### config.mk
export PLATFORM = sky130hd
export DESIGN_NAME = stop_wait_receiver_ack_engine
export DESIGN_NICKNAME = d
export VERILOG_FILES = /design/src/rtl/swrae_pkg.sv /design/src/rtl/swrae_front.sv /design/src/rtl/swrae_queue.sv /design/src/rtl/swrae_back.sv /design/src/rtl/stop_wait_receiver_ack_engine.sv
export SDC_FILE = /design/constraint.sdc
export NUM_CORES = 1
export LEC_CHECK = 0
export BUFFER_PORTS_ARGS = -buffer_cell sky130_fd_sc_hd__buf_2
export CAP_MARGIN = 5
export CORE_MARGIN = 2
export CORE_UTILIZATION = 25
export CTS_BUF_LIST = sky130_fd_sc_hd__clkbuf_8
export CTS_CLUSTER_SIZE = 24
export DETAILED_ROUTE_END_ITERATION = 7
export PLACE_DENSITY = 0.45
export SYNTH_ARGS = -nofsm -noshare
export SYNTH_HDL_FRONTEND = slang
export SYNTH_SLANG_ARGS = --single-unit
export TNS_END_PERCENT = 20
### constraint.sdc
create_clock -name clk_i -period 11.8 [get_ports clk_i]
set_clock_uncertainty 0.05 [all_clocks]
set_input_delay 0.59 -clock clk_i [delete_from_list [all_inputs] [get_ports clk_i]]
set_output_delay 0.59 -clock clk_i [all_outputs]
set_load 0.01 [all_outputs]
### src/rtl/swrae_pkg.sv
// shared constants, types and checksum helpers of the stop-and-wait receiver ack engine
`timescale 1ns / 1ps
package swrae_pkg;

  localparam int unsigned PAYLOAD_BYTES = 1024;
  localparam int unsigned FRAME_WORDS   = 520;
  localparam int unsigned BODY_START    = 7;

  localparam int unsigned IDX_W = $clog2(FRAME_WORDS + 1);
  localparam int unsigned LEN_W = $clog2(PAYLOAD_BYTES + 1);

  // word positions inside a frame
  localparam logic [IDX_W-1:0] W_SEQ_LO = IDX_W'(0);
  localparam logic [IDX_W-1:0] W_SEQ_HI = IDX_W'(1);
  localparam logic [IDX_W-1:0] W_FLAGS  = IDX_W'(4);
  localparam logic [IDX_W-1:0] W_LEN    = IDX_W'(5);
  localparam logic [IDX_W-1:0] W_CKSUM  = IDX_W'(6);

  // frame flag bits
  localparam logic [5:0] F_SYN      = 6'd1;
  localparam logic [5:0] F_ACK      = 6'd2;
  localparam logic [5:0] F_FIN      = 6'd4;
  localparam logic [5:0] F_DATA     = 6'd8;
  localparam logic [5:0] F_FILENAME = 6'd16;
  localparam logic [5:0] F_CLOSE    = 6'd32;

  // result event codes
  localparam logic [1:0] EV_REPLY  = 2'd0;
  localparam logic [1:0] EV_BAD    = 2'd1;
  localparam logic [1:0] EV_NONE   = 2'd2;
  localparam logic [1:0] EV_CLOSED = 2'd3;

  localparam int unsigned QDEPTH = 2;
  localparam int unsigned QPTR_W = (QDEPTH > 1) ? $clog2(QDEPTH) : 1;
  localparam int unsigned QCNT_W = $clog2(QDEPTH + 1);

  // one received frame, as classified by the front end
  typedef struct packed {
    logic [31:0]      sum;    // ones-complement sum without the checksum word
    logic [15:0]      cksum;
    logic [31:0]      seq;
    logic [31:0]      next;   // seq + 1
    logic [5:0]       flags;
    logic [LEN_W-1:0] len;    // saturated length
    logic [31:0]      echo;   // length word plus body words
  } desc_t;

  typedef struct packed {
    logic [1:0]       event_res;
    logic [31:0]      ack;
    logic [5:0]       flags;
    logic [15:0]      cksum;
    logic             echo;
    logic             deliver;
    logic             is_name;
    logic [LEN_W-1:0] len;
    logic             last;
  } res_t;

  // two end-around folds cover any 32-bit sum
  function automatic logic [15:0] fold_cpl(input logic [31:0] s);
    logic [16:0] s1;
    logic [16:0] s2;
    s1 = {1'b0, s[15:0]} + {1'b0, s[31:16]};
    s2 = {1'b0, s1[15:0]} + {16'b0, s1[16]};
    return ~s2[15:0];
  endfunction

  function automatic logic [15:0] ack_cksum(input logic [31:0] ack);
    return fold_cpl({16'b0, ack[15:0]} + {16'b0, ack[31:16]} + {26'b0, F_ACK});
  endfunction

endpackage

### src/rtl/swrae_front.sv
// front end: takes frame words, folds the running sums and captures the header
`timescale 1ns / 1ps
module swrae_front (
  input  logic                 clk_i,
  input  logic                 rst_ni,
  input  logic                 in_valid_i,
  output logic                 in_ready_o,
  input  logic [15:0]          word_i,
  input  logic                 frame_end_i,
  input  logic                 full_i,
  output logic                 push_o,
  output swrae_pkg::desc_t     desc_o
);
  import swrae_pkg::*;

  logic [IDX_W-1:0] idx_q, idx_d;
  logic [31:0]      sum_q, sum_d;
  logic [31:0]      echo_q, echo_d;
  logic [31:0]      seq_q, seq_d;
  logic [5:0]       flags_q, flags_d;
  logic [LEN_W-1:0] len_q, len_d;
  logic [15:0]      ck_q, ck_d;

  logic             take;
  logic             counted;
  logic [31:0]      sum_m, echo_m, seq_m;
  logic [5:0]       flags_m;
  logic [LEN_W-1:0] len_m;
  logic [15:0]      ck_m;

  assign in_ready_o = !full_i;
  assign take       = in_valid_i && in_ready_o;
  assign counted    = idx_q < IDX_W'(FRAME_WORDS);

  // header and sums with the current word merged in
  always_comb begin
    seq_m   = seq_q;
    flags_m = flags_q;
    len_m   = len_q;
    ck_m    = ck_q;
    sum_m   = sum_q;
    echo_m  = echo_q;
    if (counted) begin
      if (idx_q == W_SEQ_LO) seq_m = {seq_q[31:16], word_i};
      if (idx_q == W_SEQ_HI) seq_m = {word_i, seq_q[15:0]};
      if (idx_q == W_FLAGS) flags_m = word_i[5:0];
      if (idx_q == W_LEN) begin
        if (word_i > 16'(PAYLOAD_BYTES)) len_m = LEN_W'(PAYLOAD_BYTES);
        else len_m = word_i[LEN_W-1:0];
      end
      if (idx_q == W_CKSUM) ck_m = word_i;
      else sum_m = sum_q + {16'b0, word_i};
      if (idx_q == W_LEN || idx_q >= IDX_W'(BODY_START)) echo_m = echo_q + {16'b0, word_i};
    end
  end

  always_comb begin
    idx_d   = idx_q;
    sum_d   = sum_q;
    echo_d  = echo_q;
    seq_d   = seq_q;
    flags_d = flags_q;
    len_d   = len_q;
    ck_d    = ck_q;
    if (take) begin
      if (frame_end_i) begin
        idx_d   = '0;
        sum_d   = '0;
        echo_d  = '0;
        seq_d   = '0;
        flags_d = '0;
        len_d   = '0;
        ck_d    = '0;
      end else begin
        if (counted) idx_d = idx_q + 1'b1;
        sum_d   = sum_m;
        echo_d  = echo_m;
        seq_d   = seq_m;
        flags_d = flags_m;
        len_d   = len_m;
        ck_d    = ck_m;
      end
    end
  end

  assign push_o       = take && frame_end_i;
  assign desc_o.sum   = sum_m;
  assign desc_o.cksum = ck_m;
  assign desc_o.seq   = seq_m;
  assign desc_o.next  = seq_m + 32'd1;
  assign desc_o.flags = flags_m;
  assign desc_o.len   = len_m;
  assign desc_o.echo  = echo_m;

  always_ff @(posedge clk_i or negedge rst_ni) begin
    if (!rst_ni) begin
      idx_q   <= '0;
      sum_q   <= '0;
      echo_q  <= '0;
      seq_q   <= '0;
      flags_q <= '0;
      len_q   <= '0;
      ck_q    <= '0;
    end else begin
      idx_q   <= idx_d;
      sum_q   <= sum_d;
      echo_q  <= echo_d;
      seq_q   <= seq_d;
      flags_q <= flags_d;
      len_q   <= len_d;
      ck_q    <= ck_d;
    end
  end

endmodule

### src/rtl/swrae_queue.sv
// short frame descriptor queue between front end and back end
`timescale 1ns / 1ps
module swrae_queue (
  input  logic             clk_i,
  input  logic             rst_ni,
  input  logic             push_i,
  input  swrae_pkg::desc_t desc_i,
  output logic             full_o,
  output logic             valid_o,
  input  logic             pop_i,
  output swrae_pkg::desc_t desc_o
);
  import swrae_pkg::*;

  desc_t             mem_q [QDEPTH];
  logic [QPTR_W-1:0] wr_q, wr_d, rd_q, rd_d;
  logic [QCNT_W-1:0] cnt_q, cnt_d;
  logic              do_push, do_pop;

  assign full_o  = cnt_q == QCNT_W'(QDEPTH);
  assign valid_o = cnt_q != '0;
  assign desc_o  = mem_q[rd_q];
  assign do_push = push_i && !full_o;
  assign do_pop  = pop_i && valid_o;

  always_comb begin
    wr_d  = wr_q;
    rd_d  = rd_q;
    cnt_d = cnt_q;
    if (do_push) wr_d = (wr_q == QPTR_W'(QDEPTH - 1)) ? '0 : wr_q + 1'b1;
    if (do_pop) rd_d = (rd_q == QPTR_W'(QDEPTH - 1)) ? '0 : rd_q + 1'b1;
    if (do_push && !do_pop) cnt_d = cnt_q + 1'b1;
    else if (do_pop && !do_push) cnt_d = cnt_q - 1'b1;
  end

  always_ff @(posedge clk_i) begin
    if (do_push) mem_q[wr_q] <= desc_i;
  end

  always_ff @(posedge clk_i or negedge rst_ni) begin
    if (!rst_ni) begin
      wr_q  <= '0;
      rd_q  <= '0;
      cnt_q <= '0;
    end else begin
      wr_q  <= wr_d;
      rd_q  <= rd_d;
      cnt_q <= cnt_d;
    end
  end

endmodule

### src/rtl/swrae_back.sv
// back end: connection state, reply headers and the output register
`timescale 1ns / 1ps
module swrae_back (
  input  logic             clk_i,
  input  logic             rst_ni,
  input  logic             q_valid_i,
  input  swrae_pkg::desc_t desc_i,
  output logic             pop_o,
  output logic             out_valid_o,
  input  logic             out_ready_i,
  output swrae_pkg::res_t  res_o
);
  import swrae_pkg::*;

  logic        out_valid_q, out_valid_d;
  res_t        res_q, res_d;
  logic        fin_pend_q, fin_pend_d;
  logic [31:0] exp_q, exp_d;
  logic        open_q, open_d;
  logic        cwait_q, cwait_d;
  logic        closed_q, closed_d;

  logic        can_load;
  logic        good;
  logic        in_order;
  logic [15:0] syn_ck;
  res_t        frame_res;

  assign can_load = !out_valid_q || out_ready_i;
  assign pop_o    = can_load && !fin_pend_q && q_valid_i;
  assign good     = fold_cpl(desc_i.sum) == desc_i.cksum;
  assign in_order = desc_i.seq == exp_q;
  assign syn_ck   = fold_cpl({16'b0, desc_i.next[15:0]} + {16'b0, desc_i.next[31:16]}
                             + {26'b0, F_SYN | F_ACK} + desc_i.echo);

  // handling of the frame at the head of the queue
  always_comb begin
    frame_res           = '0;
    frame_res.event_res = EV_NONE;
    frame_res.last      = 1'b1;
    exp_d               = exp_q;
    open_d              = open_q;
    cwait_d             = cwait_q;
    closed_d            = closed_q;
    fin_pend_d          = fin_pend_q;
    if (closed_q) begin
      frame_res.event_res = EV_CLOSED;
    end else if (!good) begin
      cwait_d             = 1'b0;
      frame_res.event_res = EV_BAD;
    end else if (cwait_q) begin
      cwait_d = 1'b0;
      if ((desc_i.flags & F_ACK) != '0) begin
        closed_d            = 1'b1;
        frame_res.event_res = EV_CLOSED;
      end
    end else if ((desc_i.flags & F_SYN) != '0) begin
      frame_res.event_res = EV_REPLY;
      frame_res.ack       = desc_i.next;
      frame_res.flags     = F_SYN | F_ACK;
      frame_res.cksum     = syn_ck;
      frame_res.echo      = 1'b1;
    end else if ((desc_i.flags & (F_FILENAME | F_DATA)) != '0) begin
      if (!in_order) begin
        frame_res.event_res = EV_REPLY;
        frame_res.ack       = exp_q;
        frame_res.flags     = F_ACK;
        frame_res.cksum     = ack_cksum(exp_q);
      end else if ((desc_i.flags & F_FILENAME) != '0 || open_q) begin
        // a new file name replaces any open file
        open_d              = 1'b1;
        exp_d               = desc_i.next;
        frame_res.event_res = EV_REPLY;
        frame_res.ack       = desc_i.next;
        frame_res.flags     = F_ACK;
        frame_res.cksum     = ack_cksum(desc_i.next);
        frame_res.deliver   = 1'b1;
        frame_res.is_name   = (desc_i.flags & F_FILENAME) != '0;
        frame_res.len       = desc_i.len;
      end
    end else if ((desc_i.flags & (F_FIN | F_CLOSE)) != '0) begin
      frame_res.event_res = EV_REPLY;
      frame_res.ack       = desc_i.next;
      frame_res.flags     = F_ACK;
      frame_res.cksum     = ack_cksum(desc_i.next);
      if ((desc_i.flags & F_FIN) != '0) begin
        open_d = 1'b0;
        exp_d  = '0;
      end else begin
        // ack now, our own fin follows as the second result
        frame_res.last = 1'b0;
        fin_pend_d     = 1'b1;
        cwait_d        = 1'b1;
      end
    end
  end

  always_comb begin
    out_valid_d = out_valid_q;
    res_d       = res_q;
    if (can_load) begin
      out_valid_d = fin_pend_q || q_valid_i;
      if (fin_pend_q) begin
        res_d           = '0;
        res_d.event_res = EV_REPLY;
        res_d.flags     = F_FIN;
        res_d.cksum     = fold_cpl({26'b0, F_FIN});
        res_d.last      = 1'b1;
      end else if (q_valid_i) begin
        res_d = frame_res;
      end
    end
  end

  assign out_valid_o = out_valid_q;
  assign res_o       = res_q;

  always_ff @(posedge clk_i) begin
    res_q <= res_d;
  end

  always_ff @(posedge clk_i or negedge rst_ni) begin
    if (!rst_ni) begin
      out_valid_q <= 1'b0;
      fin_pend_q  <= 1'b0;
      exp_q       <= '0;
      open_q      <= 1'b0;
      cwait_q     <= 1'b0;
      closed_q    <= 1'b0;
    end else begin
      out_valid_q <= out_valid_d;
      if (can_load && fin_pend_q) begin
        fin_pend_q <= 1'b0;
      end else if (pop_o) begin
        fin_pend_q <= fin_pend_d;
        exp_q      <= exp_d;
        open_q     <= open_d;
        cwait_q    <= cwait_d;
        closed_q   <= closed_d;
      end
    end
  end

endmodule

### src/rtl/stop_wait_receiver_ack_engine.sv
// top level of the stop-and-wait receiver ack engine
`timescale 1ns / 1ps
// Frame words are taken one per cycle while the descriptor queue is not full,
// including across frame boundaries; only the final word of a frame pushes
// into the two-entry descriptor queue, but input ready drops for every word
// while that queue is full. Each frame gives one result, or two for a CLOSE
// frame (ack, then fin), and the back end issues one result per cycle from its
// output register while the output side is ready. No clearing pass is needed
// after reset.
module stop_wait_receiver_ack_engine (
  input  logic                        clk_i,
  input  logic                        rst_ni,
  input  logic                        in_valid_i,
  output logic                        in_ready_o,
  input  logic [15:0]                 word_i,
  input  logic                        frame_end_i,
  output logic                        out_valid_o,
  input  logic                        out_ready_i,
  output logic [1:0]                  event_res_o,
  output logic [31:0]                 reply_seq_o,
  output logic [31:0]                 reply_ack_o,
  output logic [5:0]                  reply_flags_o,
  output logic [15:0]                 reply_checksum_o,
  output logic                        echo_payload_o,
  output logic                        deliver_o,
  output logic                        deliver_is_name_o,
  output logic [swrae_pkg::LEN_W-1:0] deliver_length_o,
  output logic                        last_o
);
  import swrae_pkg::*;

  logic  q_full, q_push, q_valid, q_pop;
  desc_t push_desc, head_desc;
  res_t  res;

  swrae_front u_front (
    .clk_i       (clk_i),
    .rst_ni      (rst_ni),
    .in_valid_i  (in_valid_i),
    .in_ready_o  (in_ready_o),
    .word_i      (word_i),
    .frame_end_i (frame_end_i),
    .full_i      (q_full),
    .push_o      (q_push),
    .desc_o      (push_desc)
  );

  swrae_queue u_queue (
    .clk_i   (clk_i),
    .rst_ni  (rst_ni),
    .push_i  (q_push),
    .desc_i  (push_desc),
    .full_o  (q_full),
    .valid_o (q_valid),
    .pop_i   (q_pop),
    .desc_o  (head_desc)
  );

  swrae_back u_back (
    .clk_i       (clk_i),
    .rst_ni      (rst_ni),
    .q_valid_i   (q_valid),
    .desc_i      (head_desc),
    .pop_o       (q_pop),
    .out_valid_o (out_valid_o),
    .out_ready_i (out_ready_i),
    .res_o       (res)
  );

  assign event_res_o       = res.event_res;
  assign reply_seq_o       = '0;
  assign reply_ack_o       = res.ack;
  assign reply_flags_o     = res.flags;
  assign reply_checksum_o  = res.cksum;
  assign echo_payload_o    = res.echo;
  assign deliver_o         = res.deliver;
  assign deliver_is_name_o = res.is_name;
  assign deliver_length_o  = res.len;
  assign last_o            = res.last;

  // non-reply events carry nothing and always end the frame
  a_event_only: assert property (@(posedge clk_i) disable iff (!rst_ni)
    out_valid_o && event_res_o != EV_REPLY |-> last_o && !deliver_o && !echo_payload_o)
    else $error("non-reply result carries reply fields");

  // delivered data is always acknowledged with a plain ack
  a_deliver_ack: assert property (@(posedge clk_i) disable iff (!rst_ni)
    out_valid_o && deliver_o |-> event_res_o == EV_REPLY && reply_flags_o == F_ACK)
    else $error("delivery without ack reply");

  // the close ack is followed right away by our fin
  a_close_fin: assert property (@(posedge clk_i) disable iff (!rst_ni)
    out_valid_o && out_ready_i && !last_o |=> out_valid_o && reply_flags_o == F_FIN && last_o)
    else $error("close ack not followed by fin");

endmodule

==> impl_metrics.py <==
metrics = {
    "outcome": {
        "status": "finished, final reports clean",
    },
    "routing": {
        "routed.top_layer": "met5",
        "drt-vias-per-instance": 4.69,
        "wl_per_cell_microns": 19.3,
        "drcViolationCount": 0,
        "met1_length_microns": 46500,
        "drtPass1Iterations": 5,
        "drt-total-wl_microns": 96700,
        "num_vias": 23500,
        "drtIter0Drc": 1626,
        "wl_met2_microns": 43400,
        "antenna_left": 0,
        "routed-wl-met3_microns": 4520,
    },
    "global_route": {
        "antenna_found_initial": 4,
        "grt_max_degree": 94,
        "grt_pass1_vias": 22800,
        "track_usage_pct": 14.0,
        "grt.overflow.total": 0,
        "grt_pass1_wl_microns": 146000,
    },
    "synth": {
        "netlist-cell-type-count": 110,
        "async_reset_ff_share_pct": 31.6,
        "synth_seq_cells": 569,
        "synth_edf_count": 389,
        "postSynthCellCount": 3053,
        "yosysWarnings": 0,
        "syn_area_per_cell_sq_um": 11.0,
        "syn_area_sq_mm": 0.0334,
        "synthFlopType": "edfxtp_1",
        "ys_seq_area_share_pct": 48.4,
    },
    "setup_path": {
        "startpoint_type": "register",
        "cp-end-kind": "register",
        "arrival_ps": 10250,
        "crit_required_ps": 12260,
        "crit_type": "reg -> reg",
        "cpPeakStageDelay_ps": 900,
        "reg2regPathDepth": 41,
        "critPathSlowestCell": "dfrtp_4",
        "crit_top_cell": "a21o_1",
        "cp_max_fo": 48,
    },
    "clock_network": {
        "clk-insertion-delay-late_ps": 790,
        "root_buffer": "clkbuf_8",
        "clockBufferDepth": 3,
        "cts_made_buffers": 100,
        "h-tree-depth": 3,
        "cts_resized": 0,
        "clock_sinks": 569,
        "cts_tree": "built",
        "clk_pin_slew_worst_paths_ps": 60,
        "cts_setup_buffers": 0,
    },
    "sta": {
        "fin_tns_setup_ps": 0,
        "period_share_pct": 82.9,
        "layout_min_cycle_time_ps": 9790,
        "relSlewSlack_pct": 32.8,
        "drv_slew": 0,
        "final_hold_viol_count": 0,
        "setup_viol_count_final": 0,
        "tightest_slew_ps": 1010,
        "rsz0062_at_grt": "no",
        "max_freq_mhz": 102,
    },
    "finish": {
        "nNetsFinal": 3335,
        "final_layout_size_suffix_gt1_share_pct": 13.3,
        "nFillCells": 13900,
        "area_growth_pct": 13.0,
    },
    "placement": {
        "dp_hpwl_microns": 68700,
        "io_buffers": 90,
        "gp_congestion": 0.847,
    },
    "die": {
        "start_util_pct": 25.1,
        "die_area_sq_mm": 0.137,
        "die_w_microns": 370,
        "coreArea_sq_mm": 0.133,
        "die_height_microns": 370,
        "fp-row-count": 134,
        "ioPinCount": 126,
    },
    "hold_path": {
        "hold_class": "in -> reg",
        "hold_depth": 3,
    },
    "run": {
        "maxCapViolations": 0,
    },
}
==> synthesized netlist by cell type, types with 7 or more instances <==
master / instances / area share [%]
a211o_1: 8 / 0.21
a211oi_1: 13 / 0.29
a21o_1: 43 / 0.97
a21oi_1: 97 / 1.5
a22o_1: 77 / 2.0
a22oi_1: 38 / 0.85
a31oi_1: 21 / 0.39
a41oi_1: 7 / 0.18
and2_1: 25 / 0.47
and3_1: 38 / 0.71
buf_1: 13 / 0.15
buf_2: 8 / 0.12
buf_4: 37 / 0.83
buf_6: 7 / 0.24
clkbuf_1: 92 / 1.0
dfrtp_1: 180 / 13
edfxtp_1: 389 / 35
fa_1: 9 / 0.54
ha_1: 150 / 5.6
inv_1: 103 / 1.2
mux2_2: 113 / 3.8
mux2i_1: 131 / 3.9
nand2_1: 264 / 3.0
nand2b_1: 24 / 0.45
nand3_1: 83 / 1.2
nand3b_1: 9 / 0.20
nand4_1: 24 / 0.45
nor2_1: 211 / 2.4
nor2b_1: 20 / 0.37
nor3_1: 68 / 1.0
nor3b_1: 7 / 0.16
nor4_1: 28 / 0.52
o211ai_1: 13 / 0.29
o21a_1: 14 / 0.31
o21ai_0: 188 / 2.8
o21ai_1: 15 / 0.22
o21bai_1: 20 / 0.45
o22ai_1: 11 / 0.21
o31ai_1: 9 / 0.20
or2_2: 9 / 0.17
or3_1: 12 / 0.22
xnor2_1: 200 / 5.2
xor2_1: 95 / 2.5
==> timing repair <==
| action | in CTS | in global routing |
|---|---|---|
| setup endpoints to repair | 0 | 0 |
| hold buffers | 1 | 0 |
| endpoints found under the hold margin | 92 | 0 |
==> metal layers <==
layer	track usage, %	vias up
li1	-	11400
met1	19.6	11500
met2	21.9	484
met3	2.46	139
met4	3.94	2
met5	0	-
==> worst max-delay path, delay by kind of cell, from the launching register on <==
kind / cells / cell delay (ps)
AND/OR/NAND/NOR: 8 / 1500
adder cells (fa/ha/maj): 6 / 1870
XOR/XNOR: 3 / 630
buffers and inverters: 3 / 450
flip-flops: 1 / 900
AO/OA/AOI/OAI: 20 / 3770
multiplexers: 1 / 340
==> stage by stage <==
| stage | area, sq um | setup slack, ps | cells | util (%) | hold slack [ps] |
|---|---|---|---|---|---|
| 3_3_place_gp | 35800 | 2170 | 4820 | 26.9 | 413 |
| 4_1_cts | 37800 | 2050 | 5011 | 28.4 | 71.4 |
| 3_5_place_dp | 35800 | 2050 | 4820 | 26.9 | 421 |
| 5_1_grt | 37800 | 1090 | 5013 | 28.4 | 135 |
| 6_report | 37800 | 2010 | 5014 | 28.4 | 145 |
| 2_1_floorplan | 33600 | 1790 | 3087 | - | 244 |
==> path summary, 6_finish.rpt <==
check | end | slack, ps | startpoint
max reg2reg | u_back.res_o[27] | 2010 | u_queue.rd_q
min reg2reg | u_front.seq_q[28] | 430 | u_front.seq_q[28]
max | u_back.res_o[27] | 2010 | u_queue.rd_q
max in group asynchronous | u_queue.rd_q | 9270 | rst_ni
min | u_back.out_valid_o | 140 | out_ready_i
min in group asynchronous | u_front.sum_q[29] | 480 | rst_ni
==> kinds of logic after synthesis <==
kind of cell | count (synthesis) | synth area share (%)
and+or+nand+nor | 858 | 12.5
AOI/OAI and AO/OA | 659 | 13.6
DFF | 569 | 48.4
xor gates and xnor gates | 301 | 8.06
buffers and inverters | 261 | 3.53
muxes | 245 | 7.80
adders and majority gates | 159 | 6.15
other | 1 | 0.0112
==> placed cells by master, fill, tap and decap left out, drive strengths merged, types with 38 or more instances in the layout <==
cell and count:
nor3 70, dfrtp 180, nand3 85, nor2 211
o21ai 205, buf 121, a22oi 38, nand2 264
ha 150, and3 38, a21o 43, mux2i 131
inv 146, xor2 97, a22o 77, xnor2 202
clkbuf 111, mux2 113, edfxtp 389, a21oi 99
==> layout make-up <==
class                   count  area (sq um)  area share (%)
well taps                1768          2210            5.85
inverters                 104           390            1.03
clock buffers             110          1510            4.01
multi-input cells        2257         16300            43.0
repair buffers            123           709            1.88
diodes                      3          7.51          0.0199
clock inverters            80           507            1.34
flip-flops and latches    569         16200            42.8
==> state kept, by name (all words and copies together), names as in the netlist <==
register / count
u_back.closed_q: 1
u_back.cwait_q: 1
u_back.exp_q: 32
u_back.fin_pend_q: 1
u_back.open_q: 1
u_back.out_valid_o: 1
u_back.res_o: 67
u_front.ck_q: 16
u_front.echo_q: 32
u_front.flags_q: 6
u_front.idx_q: 10
u_front.len_q: 11
u_front.seq_q: 32
u_front.sum_q: 32
u_queue.cnt_q: 2
u_queue.mem_q: 322
u_queue.rd_q: 1
u_queue.wr_q: 1
Power is left out: the tool's default activity adds up to more than one toggle a clock period on the data nets, which glitch-free logic cannot reach.
